[config.mk]
export PLATFORM = sky130hd
export DESIGN_NAME = rfsp_ctrl
export DESIGN_NICKNAME = d
export VERILOG_FILES = /design/src/design/rfsp_pkg.sv /design/src/design/rfsp_ctrl.sv
export SDC_FILE = /design/constraint.sdc
export NUM_CORES = 1
export LEC_CHECK = 0
export ABC_AREA = 1
export BUFFER_PORTS_ARGS = -buffer_cell sky130_fd_sc_hd__buf_2
export CORE_ASPECT_RATIO = 1.5
export CORE_MARGIN = 4
export CORE_UTILIZATION = 48
export CTS_CLUSTER_SIZE = 16
export DETAILED_ROUTE_END_ITERATION = 10
export GPL_ROUTABILITY_DRIVEN = 0
export PLACE_DENSITY = 0.74
export SLEW_MARGIN = 30
export SYNTH_ARGS = -nofsm -noshare
export SYNTH_HDL_FRONTEND = slang
export SYNTH_SLANG_ARGS = --single-unit
[constraint.sdc]
create_clock -name clk -period 1.4 [get_ports clk]
set_input_delay 0.14 -clock clk [delete_from_list [all_inputs] [get_ports clk]]
set_output_delay 0.14 -clock clk [all_outputs]
set_load 0.03 [all_outputs]
[src/design/rfsp_pkg.sv]
// ---------------------------------------------------------------------------
// RGB fade sequence player package
// Shared types, command kinds, micro-operation codes and built-in pattern
// tables for the controller and the datapath.
// ---------------------------------------------------------------------------
package rfsp_pkg;

  // One sequence step as held in the step memory.
  typedef struct packed {
    logic        fade;
    logic [15:0] dur;
    logic [23:0] rgb;
  } step_t;

  // Command kinds carried on the input tuser.
  localparam logic [3:0] K_TICK      = 4'd0;
  localparam logic [3:0] K_SET       = 4'd1;
  localparam logic [3:0] K_FADE      = 4'd2;
  localparam logic [3:0] K_START_PAT = 4'd3;
  localparam logic [3:0] K_QUEUE_PAT = 4'd4;
  localparam logic [3:0] K_START_CU  = 4'd5;
  localparam logic [3:0] K_QUEUE_CU  = 4'd6;
  localparam logic [3:0] K_QCLR      = 4'd7;
  localparam logic [3:0] K_CLRALL    = 4'd8;
  localparam logic [3:0] K_STOP      = 4'd9;

  // Built-in pattern ids.
  localparam logic [3:0] PAT_RAINBOW = 4'd0;
  localparam logic [3:0] PAT_FLASH   = 4'd1;
  localparam logic [3:0] PAT_BREATHE = 4'd2;
  localparam logic [3:0] PAT_POLICE  = 4'd3;

  // Datapath micro-operations issued by the controller, one per cycle.
  typedef enum logic [4:0] {
    OP_NONE, OP_LOAD, OP_TICK, OP_SET, OP_FADECMD, OP_HALT, OP_QCLR,
    OP_CLRALL, OP_LOAD_BI, OP_QPUSH_BI, OP_STAGE, OP_COMMIT_PLAY,
    OP_COMMIT_QUEUE, OP_QPUSH_CU, OP_COPY, OP_BEGIN, OP_FETCH, OP_START,
    OP_FADE_END, OP_BL_MUL, OP_BL_SUM, OP_BL_DIV, OP_BL_WR, OP_ADV,
    OP_WRAP, OP_END_PLAY, OP_POP, OP_COMMIT_POP, OP_RESULT
  } op_t;

  typedef struct packed {
    op_t  op;
    logic rep;      // repeat flag for a sequence start
    logic src_pop;  // pattern comes from the popped queue entry
  } cmd_t;

  typedef struct packed {
    logic [3:0] kind;
    logic       last;
    logic       loop_flag;
    logic       playing;
    logic       fading;
    logic       repeat_on;
    logic       q_full;
    logic       q_any;
    logic       cnt_zero;
    logic       fade_end;
    logic       dur_done;
    logic       wrap;
    logic       cp_done;
    logic       div_last;
    logic       pop_builtin;
    logic       out_busy;
  } stat_t;

  // Number of steps in a built-in pattern; unknown ids are empty.
  function automatic logic [3:0] pat_count(input logic [3:0] p);
    logic [3:0] n;
    begin
      unique case (p)
        PAT_RAINBOW: n = 4'd6;
        PAT_FLASH:   n = 4'd2;
        PAT_BREATHE: n = 4'd2;
        PAT_POLICE:  n = 4'd8;
        default:     n = 4'd0;
      endcase
      return n;
    end
  endfunction

  // Step i of a built-in pattern at the given speed.
  function automatic step_t bi_step(input logic [3:0] p, input logic [2:0] i,
                                    input logic [15:0] spd);
    step_t s;
    begin
      s.dur  = spd;
      s.fade = 1'b0;
      s.rgb  = 24'h000000;
      unique case (p)
        PAT_RAINBOW: begin
          s.fade = 1'b1;
          unique case (i)
            3'd0:    s.rgb = 24'hFF0000;
            3'd1:    s.rgb = 24'hFF7F00;
            3'd2:    s.rgb = 24'hFFFF00;
            3'd3:    s.rgb = 24'h00FF00;
            3'd4:    s.rgb = 24'h0000FF;
            3'd5:    s.rgb = 24'h8B00FF;
            default: s.rgb = 24'h000000;
          endcase
        end
        PAT_FLASH: begin
          s.rgb = i[0] ? 24'h000000 : 24'hFFFFFF;
        end
        PAT_BREATHE: begin
          s.fade = 1'b1;
          s.rgb  = i[0] ? 24'hFFFFFF : 24'h000000;
        end
        PAT_POLICE: begin
          if (i[0]) begin
            s.rgb = 24'h000000;
            s.dur = spd >> 2;
          end else begin
            s.rgb = i[2] ? 24'h0000FF : 24'hFF0000;
            s.dur = spd >> 1;
          end
        end
        default: s.rgb = 24'h000000;
      endcase
      return s;
    end
  endfunction

endpackage

[src/design/rfsp_ctrl.sv]
// ---------------------------------------------------------------------------
// RGB fade sequence player controller
// Sequences the datapath micro-operations for each command word.
// ---------------------------------------------------------------------------
module rfsp_ctrl (
  input  logic            clk,
  input  logic            rst_n,
  input  rfsp_pkg::stat_t stat,
  input  logic            in_tvalid,
  output logic            in_tready,
  output rfsp_pkg::cmd_t  cmd
);
  import rfsp_pkg::*;

  localparam logic [4:0] S_IDLE     = 5'd0;
  localparam logic [4:0] S_DECODE   = 5'd1;
  localparam logic [4:0] S_PAT_CHK  = 5'd2;
  localparam logic [4:0] S_POP_CHK  = 5'd3;
  localparam logic [4:0] S_FETCH    = 5'd4;
  localparam logic [4:0] S_START    = 5'd5;
  localparam logic [4:0] S_COMMIT   = 5'd6;
  localparam logic [4:0] S_COPY     = 5'd7;
  localparam logic [4:0] S_QPUSH    = 5'd8;
  localparam logic [4:0] S_BEGIN    = 5'd9;
  localparam logic [4:0] S_TICKFADE = 5'd10;
  localparam logic [4:0] S_BL_SUM   = 5'd11;
  localparam logic [4:0] S_BL_DIV   = 5'd12;
  localparam logic [4:0] S_BL_WR    = 5'd13;
  localparam logic [4:0] S_SEQ      = 5'd14;
  localparam logic [4:0] S_SEQ_CHK  = 5'd15;
  localparam logic [4:0] S_POP      = 5'd16;
  localparam logic [4:0] S_POP_LOAD = 5'd17;
  localparam logic [4:0] S_DONE     = 5'd18;

  logic [4:0] state_r, state_nxt;
  logic       rep_r, rep_nxt;
  logic       to_q_r, to_q_nxt;
  logic       idle_play;

  assign idle_play = !stat.playing && !stat.fading;
  assign in_tready = state_r == S_IDLE;

  always_comb begin
    state_nxt   = state_r;
    rep_nxt     = rep_r;
    to_q_nxt    = to_q_r;
    cmd.op      = OP_NONE;
    cmd.rep     = rep_r;
    cmd.src_pop = 1'b0;
    unique case (state_r)
      S_IDLE: begin
        if (in_tvalid) begin
          cmd.op    = OP_LOAD;
          state_nxt = S_DECODE;
        end
      end
      S_DECODE: begin
        state_nxt = S_DONE;
        unique case (stat.kind)
          K_TICK: begin
            cmd.op    = OP_TICK;
            state_nxt = S_TICKFADE;
          end
          K_SET:    cmd.op = OP_SET;
          K_FADE:   cmd.op = OP_FADECMD;
          K_STOP:   cmd.op = OP_HALT;
          K_QCLR:   cmd.op = OP_QCLR;
          K_CLRALL: cmd.op = OP_CLRALL;
          K_START_PAT: begin
            cmd.op    = OP_LOAD_BI;
            rep_nxt   = 1'b1;
            state_nxt = S_PAT_CHK;
          end
          K_QUEUE_PAT: begin
            if (stat.q_full) begin
              cmd.op = OP_NONE;
            end else if (idle_play) begin
              cmd.op    = OP_LOAD_BI;
              rep_nxt   = 1'b0;
              state_nxt = S_PAT_CHK;
            end else begin
              cmd.op = OP_QPUSH_BI;
            end
          end
          K_START_CU, K_QUEUE_CU: begin
            cmd.op = OP_STAGE;
            if (stat.last) state_nxt = S_COMMIT;
          end
          default: cmd.op = OP_NONE;
        endcase
      end
      S_PAT_CHK: begin
        if (stat.cnt_zero) begin
          state_nxt = S_DONE;
        end else begin
          cmd.op    = OP_BEGIN;
          state_nxt = S_FETCH;
        end
      end
      S_POP_CHK: begin
        if (stat.cnt_zero) begin
          state_nxt = S_POP;
        end else begin
          cmd.op    = OP_BEGIN;
          cmd.rep   = 1'b0;
          state_nxt = S_FETCH;
        end
      end
      S_FETCH: begin
        cmd.op    = OP_FETCH;
        state_nxt = S_START;
      end
      S_START: begin
        cmd.op    = OP_START;
        state_nxt = S_DONE;
      end
      S_COMMIT: begin
        if (stat.kind == K_START_CU) begin
          cmd.op    = OP_COMMIT_PLAY;
          rep_nxt   = stat.loop_flag;
          to_q_nxt  = 1'b0;
          state_nxt = S_COPY;
        end else if (stat.q_full) begin
          state_nxt = S_DONE;
        end else if (idle_play) begin
          cmd.op    = OP_COMMIT_PLAY;
          rep_nxt   = 1'b0;
          to_q_nxt  = 1'b0;
          state_nxt = S_COPY;
        end else begin
          cmd.op    = OP_COMMIT_QUEUE;
          to_q_nxt  = 1'b1;
          state_nxt = S_COPY;
        end
      end
      S_COPY: begin
        cmd.op = OP_COPY;
        if (stat.cp_done) state_nxt = to_q_r ? S_QPUSH : S_BEGIN;
      end
      S_QPUSH: begin
        cmd.op    = OP_QPUSH_CU;
        state_nxt = S_DONE;
      end
      S_BEGIN: begin
        cmd.op    = OP_BEGIN;
        state_nxt = S_FETCH;
      end
      S_TICKFADE: begin
        state_nxt = S_SEQ;
        if (stat.fading) begin
          if (stat.fade_end) begin
            cmd.op = OP_FADE_END;
          end else begin
            cmd.op    = OP_BL_MUL;
            state_nxt = S_BL_SUM;
          end
        end
      end
      S_BL_SUM: begin
        cmd.op    = OP_BL_SUM;
        state_nxt = S_BL_DIV;
      end
      S_BL_DIV: begin
        cmd.op = OP_BL_DIV;
        if (stat.div_last) state_nxt = S_BL_WR;
      end
      S_BL_WR: begin
        cmd.op    = OP_BL_WR;
        state_nxt = S_SEQ;
      end
      S_SEQ: begin
        if (stat.playing && !stat.fading) begin
          cmd.op    = OP_FETCH;
          state_nxt = S_SEQ_CHK;
        end else if (idle_play && stat.q_any) begin
          state_nxt = S_POP;
        end else begin
          state_nxt = S_DONE;
        end
      end
      S_SEQ_CHK: begin
        if (!stat.dur_done) begin
          state_nxt = S_DONE;
        end else if (!stat.wrap) begin
          cmd.op    = OP_ADV;
          state_nxt = S_FETCH;
        end else if (stat.repeat_on) begin
          cmd.op    = OP_WRAP;
          state_nxt = S_FETCH;
        end else begin
          cmd.op    = OP_END_PLAY;
          state_nxt = S_POP;
        end
      end
      S_POP: begin
        if (stat.q_any) begin
          cmd.op    = OP_POP;
          state_nxt = S_POP_LOAD;
        end else begin
          state_nxt = S_DONE;
        end
      end
      S_POP_LOAD: begin
        if (stat.pop_builtin) begin
          cmd.op      = OP_LOAD_BI;
          cmd.src_pop = 1'b1;
          state_nxt   = S_POP_CHK;
        end else begin
          cmd.op    = OP_COMMIT_POP;
          rep_nxt   = 1'b0;
          to_q_nxt  = 1'b0;
          state_nxt = S_COPY;
        end
      end
      S_DONE: begin
        if (!stat.out_busy) begin
          cmd.op    = OP_RESULT;
          state_nxt = S_IDLE;
        end
      end
      default: state_nxt = S_IDLE;
    endcase
  end

  always_ff @(posedge clk) begin
    if (!rst_n) begin
      state_r <= S_IDLE;
      rep_r   <= 1'b0;
      to_q_r  <= 1'b0;
    end else begin
      state_r <= state_nxt;
      rep_r   <= rep_nxt;
      to_q_r  <= to_q_nxt;
    end
  end

endmodule

==> impl_results.md, run 1 <==
* Status: did not finish
* Halt Stage: 5_1_grt
* Error: [ERROR DPL-0038] Utilization greater than 100%, impossible to legalize
* IO Port Bufs at 29
* Ys flop type: dfxtp_1
* Synth Instances at 237
* CTS root buf: clkbuf_4
* Initial core utilization at 51.5%
* Post-DP HPWL at around 4.0 mm
* Worst End Pin Type: top-level output
* Async set-reset flop share out of synthesis at 0%
* Die Span Y at between 60 and 70 um
* H-tree depth at 1
* Sequential area share after synthesis at between 10% and 20%
* Clock sinks at 7
* Largest net degree at the start of global routing at 9
* Crit. endpoint post-GRT repair: cmd[4]
* Yosys warnings at 0
* Number of distinct library cells after synthesis at 25
* CTS Buffer Depth at 2
* Pre-CTS setup slack at -0.190 ns
* Chip width at 48.4 um
* TritonCTS Buffers at 3
* Number of synthesized flops with an enable pin at 0
* Yosys reg bits at 7
* Cts-stage hold buffer count at 0
* Syn avg cell area at between 4 and 5 sq um
* Num rows at 21
* Net Count, Synth at between 200 and 300
* Cell area after synthesis at roughly 1200 sq um
* DP Area at approximately 1900 sq um
* Ports at 30
synthesized netlist by cell type (all sizes together) (2+ instances only):
cell type  instances  area [sq um]
a21oi             10          50.1
dfxtp              7           140
inv               44           165
nand2             71           269
nand3             16          92.6
nand3b             3          22.5
nand4              5          31.3
nor2              47           204
nor3               6          30.0
nor4               2          12.5
o2111ai            2          17.5
o211ai             3          22.5
o21ai             16          83.8
or2                2          12.5
cell families after synthesis:
group	Yosys count	synth area share, %
and+or+nand+nor	152	57.3
buffers and inverters	44	14.0
AOI/OAI and AO/OA	34	16.7
DFF	7	11.9
stage by stage:
stage / hold slack [ns] / TNS (ns) / cells
floorplan: 0.238 / -0.00797 / 237
global placement: 0.358 / -0.994 / 341
detailed placement: 0.377 / -1.14 / 341
CTS: 0.104 / -2.75 / 353
repair_timing:
item / 4_1_cts
cloned: 0
setup buffers: 11
pin swaps: 28
gates resized for setup: 54
endpoints found under the setup margin: 14
==> run 2: changes to the inputs <==
--- a/config.mk
+++ b/config.mk
@@ -7,13 +7,11 @@
 export LEC_CHECK = 0
 export ABC_AREA = 1
 export BUFFER_PORTS_ARGS = -buffer_cell sky130_fd_sc_hd__buf_2
-export CORE_ASPECT_RATIO = 1.5
-export CORE_MARGIN = 4
-export CORE_UTILIZATION = 48
-export CTS_CLUSTER_SIZE = 16
+export CORE_AREA = 4 4 65 67
 export DETAILED_ROUTE_END_ITERATION = 10
+export DIE_AREA = 0 0 69 71
 export GPL_ROUTABILITY_DRIVEN = 0
-export PLACE_DENSITY = 0.74
+export PLACE_DENSITY_LB_ADDON = 0.15
 export SLEW_MARGIN = 30
 export SYNTH_ARGS = -nofsm -noshare
 export SYNTH_HDL_FRONTEND = slang
==> constraint.sdc (replaced) <==
create_clock -name clk -period 1.82 [get_ports clk]
set_input_delay 0.182 -clock clk [delete_from_list [all_inputs] [get_ports clk]]
set_output_delay 0.182 -clock clk [all_outputs]
set_load 0.03 [all_outputs]
==> run 2 against run 1 <==
The flow now finishes without violations; area after synthesis unchanged; synthesized cell count is the same.
==> impl_results.md, run 2 <==
* Status: finished clean
* Clock power share at a little under an eighth
* Comb pwr share at a little under three quarters
* Worst Setup SP: state_r[1]
* Clk_skew at 0.000682 ns
* Initial core utilization at roughly 32%
* Sequential area share after synthesis at 11.9%
* P&R area growth vs syn at 46.3%
* Grt total ovfl at 0
* Worst setup path category: reg2out
* Slowest cell on crit path: dfxtp_4
* H-tree depth at 1
* DR vias at ~1700
* Worst-case hold path end point: state_r[4]
* Layout net count at about 310
* Reg-to-reg startpoint: state_r[0]
* Fmax at between 500 and 600 MHz
* Arr. time, crit path at ~1.6 ns
* Worst R2R End: state_r[1]
* CTS root buf: clkbuf_8
* IO Port Bufs at 29
* Count leader, synth: nand2_1
* CP endpoint kind: primary output
* CTS tree: done
* Filler Cell Count at between 400 and 500
* First drt pass iteration count at 4
* Most frequent cells in the layout: 64 x nand2_1, 36 x inv_1, 34 x nor2_1
* Vias in the first global route at about 1500
* Unrepaired setup endpoints after global routing: yes
* Final ANT Viol Nets at 0
* Cell count of the worst reg-to-reg path at 8
* Hold path depth at 3
* Share of the synthesized area in the top cell type at between 20% and 30%
* Initial antenna violation count at 0
* Syn avg cell area at around 5 sq um
* Critical Path Start Type: register
* Commonest non-fill, non-tap cell in the layout: nand2_1
* Setup TNS at 0 ns
* Ys flop type: dfxtp_1
* Chip width at ~69 um
* Area contributors post-synth: nand2_1 22%, inv_1 13%, nor2_1 13%, dfxtp_1 12%, nand3_1 6.4%
* PwrDens at 1070 nW/um^2
* Cts-stage hold buffer count at 0
* Worst-path maximum fanout at 6
* Layout Utilization at between 40% and 50%
* Yosys reg bits at 7
* Yosys warnings at 0
* Async set-reset flop share out of synthesis at 0%
* Final Max Slew Viols at 0
* Num rows at 22
* Number of flip-flops in the largest register at 5
* # DRC at 0
* Crit share post-route at 99.9%
* Worst-path clk slew at approximately 0.040 ns
* Slew margin rel. at 70.5%
* CTS Buffer Depth at 2
* Wire per inst at 13.1 um
* Int Pwr at 826 uW
* Die Span Y at slightly above 70 um
* Hold Path Class: in2reg
* Drt via density at between 4 and 5
* Full die area at a little under 5000 sq um
* Sw power at 1020 uW
* Final Hold Viols at 0
* Drt total wl at ~4.4 mm
* Met3 Use GR at 3.55%
* Number of distinct library cells after synthesis at 25
* Sw Ratio at a little under three fifths
* Post-synth top cells: 70 x nand2_1, 42 x inv_1, 42 x nor2_1, 15 x nand3_1, 13 x o21ai_0
* Core area at 3630 sq um
* Worst Tran Pin Value at between 0.4 and 0.5 ns
* Number of synthesized flops with an enable pin at 0
* Initial drt markers at between 100 and 150
* Post-DP HPWL at 3.52 mm
* Max stage delay on crit path at ~0.4 ns
* First-pass GRT wire length at a little under 7 mm
* Largest reg by FF count: state_r
* Total track usage at about 17%
* Max-Cap Viols at 0
* Net Count, Synth at 259
* Final setup vio count at 0
* Crit path cell chain: inv_6 -> nand2_8 -> inv_4 -> nand3_2 -> o21ai_2 -> buf_4 -> nor4_2 -> nand2_1 -> buf_2
* Largest net degree at the start of global routing at 9
* Clock sinks at 7
* Worst endpoint required time at approximately 1.6 ns
* TritonCTS Buffers at 3
* Synth Instances at around 240
* Skew-Pair Late Insertion Delay at between 0.2 and 0.25 ns
* Grt met1 use at 21.4%
* Peak VDD IR at a little over 0.0004 V
* Min-delay src: rst_n
* Crit path time final at 1.82 ns
* Flop pwr share at between 15 and 20%
* N_diodes at 0
* GR Util met2 at 27.0%
* Cell area after synthesis at ~1200 sq um
* LEAKAGE at 0.000978 uW
* Biggest regs: state_r x5, rep_r x1, to_q_r x1
* Gr busiest metal: met2
* Fraction of layout cells with a size suffix above 1 at 32.8%
* R2R setup slack at 0.26 ns
* Yosys top cell by area: nand2_1
* Ports at 30
## run 2: cell counts after synthesis
Identical to the previous run, type by type.
## run 2: per-stage QoR
stage          std cells  power, uW  hold WS (ns)  area [sq um]  setup WS [ns]
2_1_floorplan        237       1040         0.280          1180         0.0983
3_3_place_gp         323       1390         0.427          1450        -0.0209
3_5_place_dp         323       1360         0.432          1450         0.0267
4_1_cts              329       1640         0.202          1540        0.00178
5_1_grt              338       2000         0.226          1720         -0.108
6_report             338       1840         0.204          1720        0.00193
## run 2: layout make-up
type / instances / area [sq um] / share of cell area [%]
sequential: 7 / 156 / 9.09
clock buffer: 4 / 45.0 / 2.62
inverter: 44 / 175 / 10.2
tap: 48 / 60.1 / 3.49
multi-input combinational: 186 / 977 / 56.8
timing repair buffer: 49 / 307 / 17.8
## run 2: worst max-delay path, delay by kind of cell (launching register included)
kind / cells / cell delay, ns
and+or+nand+nor: 4 / 0.51
buffers and inverters: 4 / 0.41
DFF: 1 / 0.40
AOI/OAI and AO/OA: 1 / 0.07
## run 2: power by group through the flow
stage | clock network [uW] | logic, uW | registers (uW)
floorplan | 0 | 790 | 246
global placement | 0 | 1140 | 247
detailed placement | 0 | 1120 | 247
CTS | 219 | 1160 | 259
global route | 234 | 1440 | 317
finish | 213 | 1320 | 307
## run 2: cell families after synthesis
logic type | synth area share (%)
and+or+nand+nor | 57.3
buffers and inverters | 14.0
AOI/OAI and AO/OA | 16.7
DFF | 11.9
## run 2: per-layer routing
metal	vias to the layer above	part of all wire [%]	routed length, um
met5	-	0	0
met4	0	5.6	247
met3	20	6.7	295
met2	76	46	2020
met1	719	42	1870
li1	860	-	-
## run 2: repair_timing
action	in CTS	in global routing
pin swaps	2	12
resized for setup	15	40
endpoints found under the setup margin	5	5
gates cloned	0	0
buffers inserted	2	9
## run 2: how the worst max path moves through the flow
stage,slack [ns],endpoint
5_1_grt,-0.11,cmd[3]
6_report,0.002,cmd[3]
3_5_place_dp,0.03,cmd[2]
4_1_cts,0.002,cmd[4]
3_3_place_gp,-0.02,cmd[2]
2_1_floorplan,0.1,cmd[4]
Note: power is estimated with default switching activity, not from simulation.
==> run 3: changes to the inputs <==
--- a/config.mk
+++ b/config.mk
@@ -12,6 +12,7 @@
 export DIE_AREA = 0 0 69 71
 export GPL_ROUTABILITY_DRIVEN = 0
 export PLACE_DENSITY_LB_ADDON = 0.15
+export SETUP_SLACK_MARGIN = 0.1
 export SLEW_MARGIN = 30
 export SYNTH_ARGS = -nofsm -noshare
 export SYNTH_HDL_FRONTEND = slang
==> run 3 against run 2 <==
Clock skew is essentially flat; sequential share of layout area grew 0.21 points; highest routed layer unchanged; clock-buffer cell count is the same; critical path depth shrank 1; via count grew 0.24%; sequential cell count is the same.
==> impl_results.md, run 3 (synthesis gave the netlist of run 2 again) <==
* N_diodes at 0
* Final std cells w/o fill at around 340
* Setup TNS at 0 ns
* CTS tree: done
* Largest net degree at the start of global routing at 9
* Status: finished clean
* Total power at 1830 uW
* Critical Path Start Type: register
* Hold WS at just under 0.2 ns
* Num rows at 22
* H-tree depth at 1
* CTS root buf: clkbuf_8
* Unrepaired setup endpoints after global routing: yes
* Clock sinks at 7
* Layout net count at between 300 and 400
* Worst R2R End: state_r[1]
* Initial drt markers at 149
* Chip width at between 60 and 70 um
* Grt total ovfl at 0
* Initial core utilization at roughly a third
* Vias in the first global route at 1599
* Peak VDD IR at approximately 0.00039 V
* Worst endpoint required time at ~1.6 ns
* Highest routed layer: met4
* CP endpoint kind: primary output
* Initial antenna violation count at 0
* Total track usage at 18.0%
* Filler Cell Count at roughly 420
* Met3 wire length at ~360 um
* Worst Tran Pin Value at roughly 0.47 ns
* Arr. time, crit path at 1.61 ns
* TritonCTS Buffers at 3
* Hold path depth at 3
* Final Max Slew Viols at 0
* CTS Buffer Depth at 2
* P&R area growth vs syn at 45.3%
* First drt pass iteration count at 7
* Fraction of layout cells with a size suffix above 1 at roughly 33%
* Post-DP HPWL at approximately 3.5 mm
* Skew-Pair Late Insertion Delay at 0.22 ns
* DR vias at ~1700
* Worst-path clk slew at 0.04 ns
* Met2 routed WL at 2.01 mm
* Worst-path maximum fanout at 5
* Crit share post-route at between 90% and 100%
* IO Port Bufs at 29
* PwrDens at about 1100 nW/um^2
* Min-delay src: rst_n
* Cell count of the worst reg-to-reg path at 11
* Biggest regs: state_r x5, rep_r x1, to_q_r x1
* Max-Cap Viols at 0
* Drt via density at between 4 and 5
* Final Hold Viols at 0
* Crit path time final at ~1.8 ns
* # DRC at 0
* Worst setup path category: reg2out
* Commonest non-fill, non-tap cell in the layout: nand2_1
* Cts-stage hold buffer count at 0
* Full die area at slightly below 5000 sq um
* Most frequent cells in the layout: 64 x nand2_1, 37 x inv_1, 32 x nor2_1
* Number of flip-flops in the largest register at 5
* Hold Path Class: in2reg
* Reg-to-reg startpoint: state_r[2]
* Drt total wl at between 4 and 5 mm
* Met1 WL at ~1.8 mm
* Fmax at 558 MHz
* Layout Utilization at between 40% and 50%
* Final ANT Viol Nets at 0
* R2R setup slack at between 0.2 and 0.3 ns
* Largest reg by FF count: state_r
* Final setup vio count at 0
* Slew margin rel. at around two thirds
* First-pass GRT wire length at between 7 and 8 mm
* Worst-case hold path end point: state_r[4]
* Wire per inst at between 10 and 15 um
* Core area at between 3000 and 4000 sq um
* Ports at 30
* Placed Cells incl. Taps at ~320
* Die Span Y at slightly above 70 um
* LEAKAGE at 0.000942 uW
* Clk_skew at between 0.001 and 0.0015 ns
run 3: cell types whose count changed in the layout (fill, tap and decap cells not counted), moves of 2 or more:
cell and change:
buf_2 -3, clkbuf_4 +2, nand2_2 +2, nand2_4 -2, nor2_1 -2, nor2_2 +2
run 3: worst max-delay path by stage:
stage               cells past startpoint  slack, ns        from     end
global placement                        9      -0.02  state_r[3]  cmd[2]
detailed placement                      9       0.03  state_r[3]  cmd[2]
CTS                                     8       0.09  state_r[3]  cmd[2]
global route                            9      -0.06  state_r[1]  cmd[2]
finish                                  8       0.03  state_r[0]  cmd[2]
floorplan                               5        0.1  state_r[2]  cmd[4]
run 3: area by class of cell:
type                            instances  area [sq um]  share of cell area (%)
Multi-Input combinational cell        186           976                    57.1
Timing Repair Buffer                   47           299                    17.5
Inverter                               44           170                    9.96
Sequential cell                         7           159                    9.30
Tap cell                               48          60.1                    3.51
Clock buffer                            4          45.0                    2.64
run 3: power by group:
group	switching (uW)	internal, uW
clock	63.0	151
sequential	84.3	215
combinational	853	464
run 3: what timing repair did:
item                                    CTS  global route
buffers inserted                          9             0
pin swaps                                 5             3
gates resized for setup                  47            10
endpoints found under the setup margin    5             7
run 3: routing by layer:
layer / track usage, % / vias to the layer above
met5: 0 / -
met4: 9.54 / 0
met3: 3.41 / 17
met2: 29.8 / 84
met1: 22.0 / 713
li1: - / 865
run 3: per-stage QoR:
step | instance area [sq um] | worst slack [ns]
after floorplan | 1180 | 0.0983
after global placement | 1450 | -0.0209
after detailed placement | 1450 | 0.0267
after CTS | 1680 | 0.0858
after global routing | 1710 | -0.0641
final | 1710 | 0.0269
run 3: critical path: stages (launching register included):
cell and delay (ns):
dfxtp_4 0.40, nand2_2 0.10, nor2_4 0.16, nand3_1 0.12, inv_2 0.12, a21o_1 0.15, nor3_1 0.06, o211ai_1 0.08
buf_4 0.19
==> run 4: changes to the inputs <==
--- a/config.mk
+++ b/config.mk
@@ -6,7 +6,7 @@
 export NUM_CORES = 1
 export LEC_CHECK = 0
 export ABC_AREA = 1
-export BUFFER_PORTS_ARGS = -buffer_cell sky130_fd_sc_hd__buf_2
+export BUFFER_PORTS_ARGS = -buffer_cell sky130_fd_sc_hd__buf_4
 export CORE_AREA = 4 4 65 67
 export DETAILED_ROUTE_END_ITERATION = 10
 export DIE_AREA = 0 0 69 71
==> run 4 against run 3 <==
Largest power group unchanged; sequential power about the same; register-to-register slack lost 0.09 ns; the run now ends with negative setup slack left; first-iteration DRC count fell by 14%.
==> impl_results.md, run 4 (synthesis gave the netlist of run 2 again) <==
* Slew margin rel. at 74.1%
* Commonest non-fill, non-tap cell in the layout: nand2_1
* Fmax at around 540 MHz
* Total track usage at between 10% and 20%
* Largest net degree at the start of global routing at 9
* Peak VDD IR at between 0.0007 and 0.0008 V
* R2R setup slack at approximately 0.16 ns
* Clock sinks at 7
* Worst-path clk slew at 0.04 ns
* CTS tree: done
* Initial core utilization at between 30% and 40%
* Ports at 30
* Skew-Pair Late Insertion Delay at between 0.2 and 0.25 ns
* Final ANT Viol Nets at 0
* Final setup vio count at 1
* Wire per inst at 13.3 um
* Worst R2R End: state_r[1]
* # DRC at 0
* N_diodes at 0
* Reg-to-reg startpoint: state_r[3]
* Full die area at slightly below 5000 sq um
* CP endpoint kind: primary output
* First drt pass iteration count at 5
* Largest reg by FF count: state_r
* Drt via density at just over 5
* Cell count of the worst reg-to-reg path at 9
* Unrepaired setup endpoints after global routing: yes
* CTS root buf: clkbuf_8
* Final Worst Setup Slack at -0.0231 ns
* LEAKAGE at about 0.0011 uW
* Final Max Slew Viols at 0
* Max-Cap Viols at 0
* PwrDens at 1060 nW/um^2
* Crit path time final at around 1.8 ns
* Crit path to: cmd[5]
* First-pass GRT wire length at between 7 and 8 mm
* Num rows at 22
* P&R area growth vs syn at 70.2%
* Filler Cell Count at 367
* Status: finished with violations
* Post-DP HPWL at 3.59 mm
* Chip width at 69 um
* Initial drt markers at 128
* Drt total wl at approximately 4.6 mm
* Worst Setup SP: state_r[1]
* H-tree depth at 1
* Final Hold Viols at 0
* Die Span Y at between 70 and 80 um
* Worst-path maximum fanout at 5
* Initial antenna violation count at 0
* DR vias at 1748
* Crit share post-route at 101%
* Cts-stage hold buffer count at 0
* Worst setup path category: reg2out
* Final std cells w/o fill at between 300 and 400
* Hold Path Class: in2reg
* Vias in the first global route at about 1600
* CTS Buffer Depth at 2
* Grt total ovfl at 0
* Biggest regs: state_r x5, rep_r x1, to_q_r x1
* Worst Tran Pin Value at a little under 0.4 ns
* Clk_skew at 0.00160 ns
* Worst endpoint required time at ~1.6 ns
* IO Port Bufs at 29
* Layout net count at around 320
* Arr. time, crit path at 1.66 ns
* Most frequent cells in the layout: 55 x nand2_1, 48 x buf_4, 36 x inv_1
* TritonCTS Buffers at 3
* Critical Path Start Type: register
* Placed Cells incl. Taps at around 330
* Fraction of layout cells with a size suffix above 1 at around two fifths
* Number of flip-flops in the largest register at 5
* Failing checks: negative setup slack
* Hold WS at around 0.16 ns
* Core area at between 3000 and 4000 sq um
[run 4: changes by cell type in the layout (fill, tap and decap cells not counted), sizes merged]
cell | previous run | this run
clkbuf | 6 | 4
buf | 45 | 57
[run 4: report_power, final]
group / internal (uW) / switching, uW
combinational: 625 / 976
clock: 151 / 64.9
sequential: 213 / 88.2
total: 989 / 1130
[run 4: final cells by class]
type / instances / area [sq um] / area share [%]
multi-input combinational: 186 / 1090 / 54.7
timing repair buffer: 57 / 470 / 23.5
inverter: 44 / 175 / 8.75
sequential: 7 / 156 / 7.81
tap: 48 / 60.1 / 3.00
clock buffer: 4 / 45.0 / 2.25
[run 4: worst min path at each step]
stage,cells after the start,to,startpoint
floorplan,2,state_r[4],rst_n
global placement,3,state_r[4],rst_n
detailed placement,3,state_r[4],rst_n
CTS,3,state_r[4],rst_n
global route,3,state_r[4],rst_n
finish,3,state_r[4],rst_n
[run 4: per-stage QoR]
step / utilization (%) / setup slack [ns] / TNS, ns / power (uW) / instance area [sq um]
after floorplan: - / 0.0983 / 0 / 1040 / 1180
after global placement: 43.0 / 0.0823 / 0 / 1490 / 1560
after detailed placement: 43.0 / 0.119 / 0 / 1480 / 1560
after CTS: 50.0 / 0.00388 / 0 / 1880 / 1820
after global routing: 55.1 / -0.120 / -0.350 / 2280 / 2000
final: 55.1 / -0.0231 / -0.0231 / 2120 / 2000
[run 4: what timing repair did]
item / 4_1_cts / 5_1_grt
resized for setup: 51 / 37
gates cloned: 0 / 0
setup endpoints to repair: 5 / 9
setup buffers: 9 / 6
pin swaps: 11 / 17
[run 4: per-layer routing]
metal / GRT usage (%) / vias to the layer above / share of wire, %
met5: 0 / - / 0
met4: 9.76 / 0 / 4.9
met3: 3.84 / 26 / 8.0
met2: 30.3 / 90 / 47
met1: 21.7 / 749 / 40
li1: - / 883 / -
[run 4: worst max-delay path: stages, from the launching register on]
cell	delay, ns
dfxtp_4	0.37
inv_6	0.08
nor2_2	0.05
buf_4	0.14
nand4_1	0.16
inv_1	0.09
nor3_1	0.21
o2111ai_2	0.16
buf_6	0.16
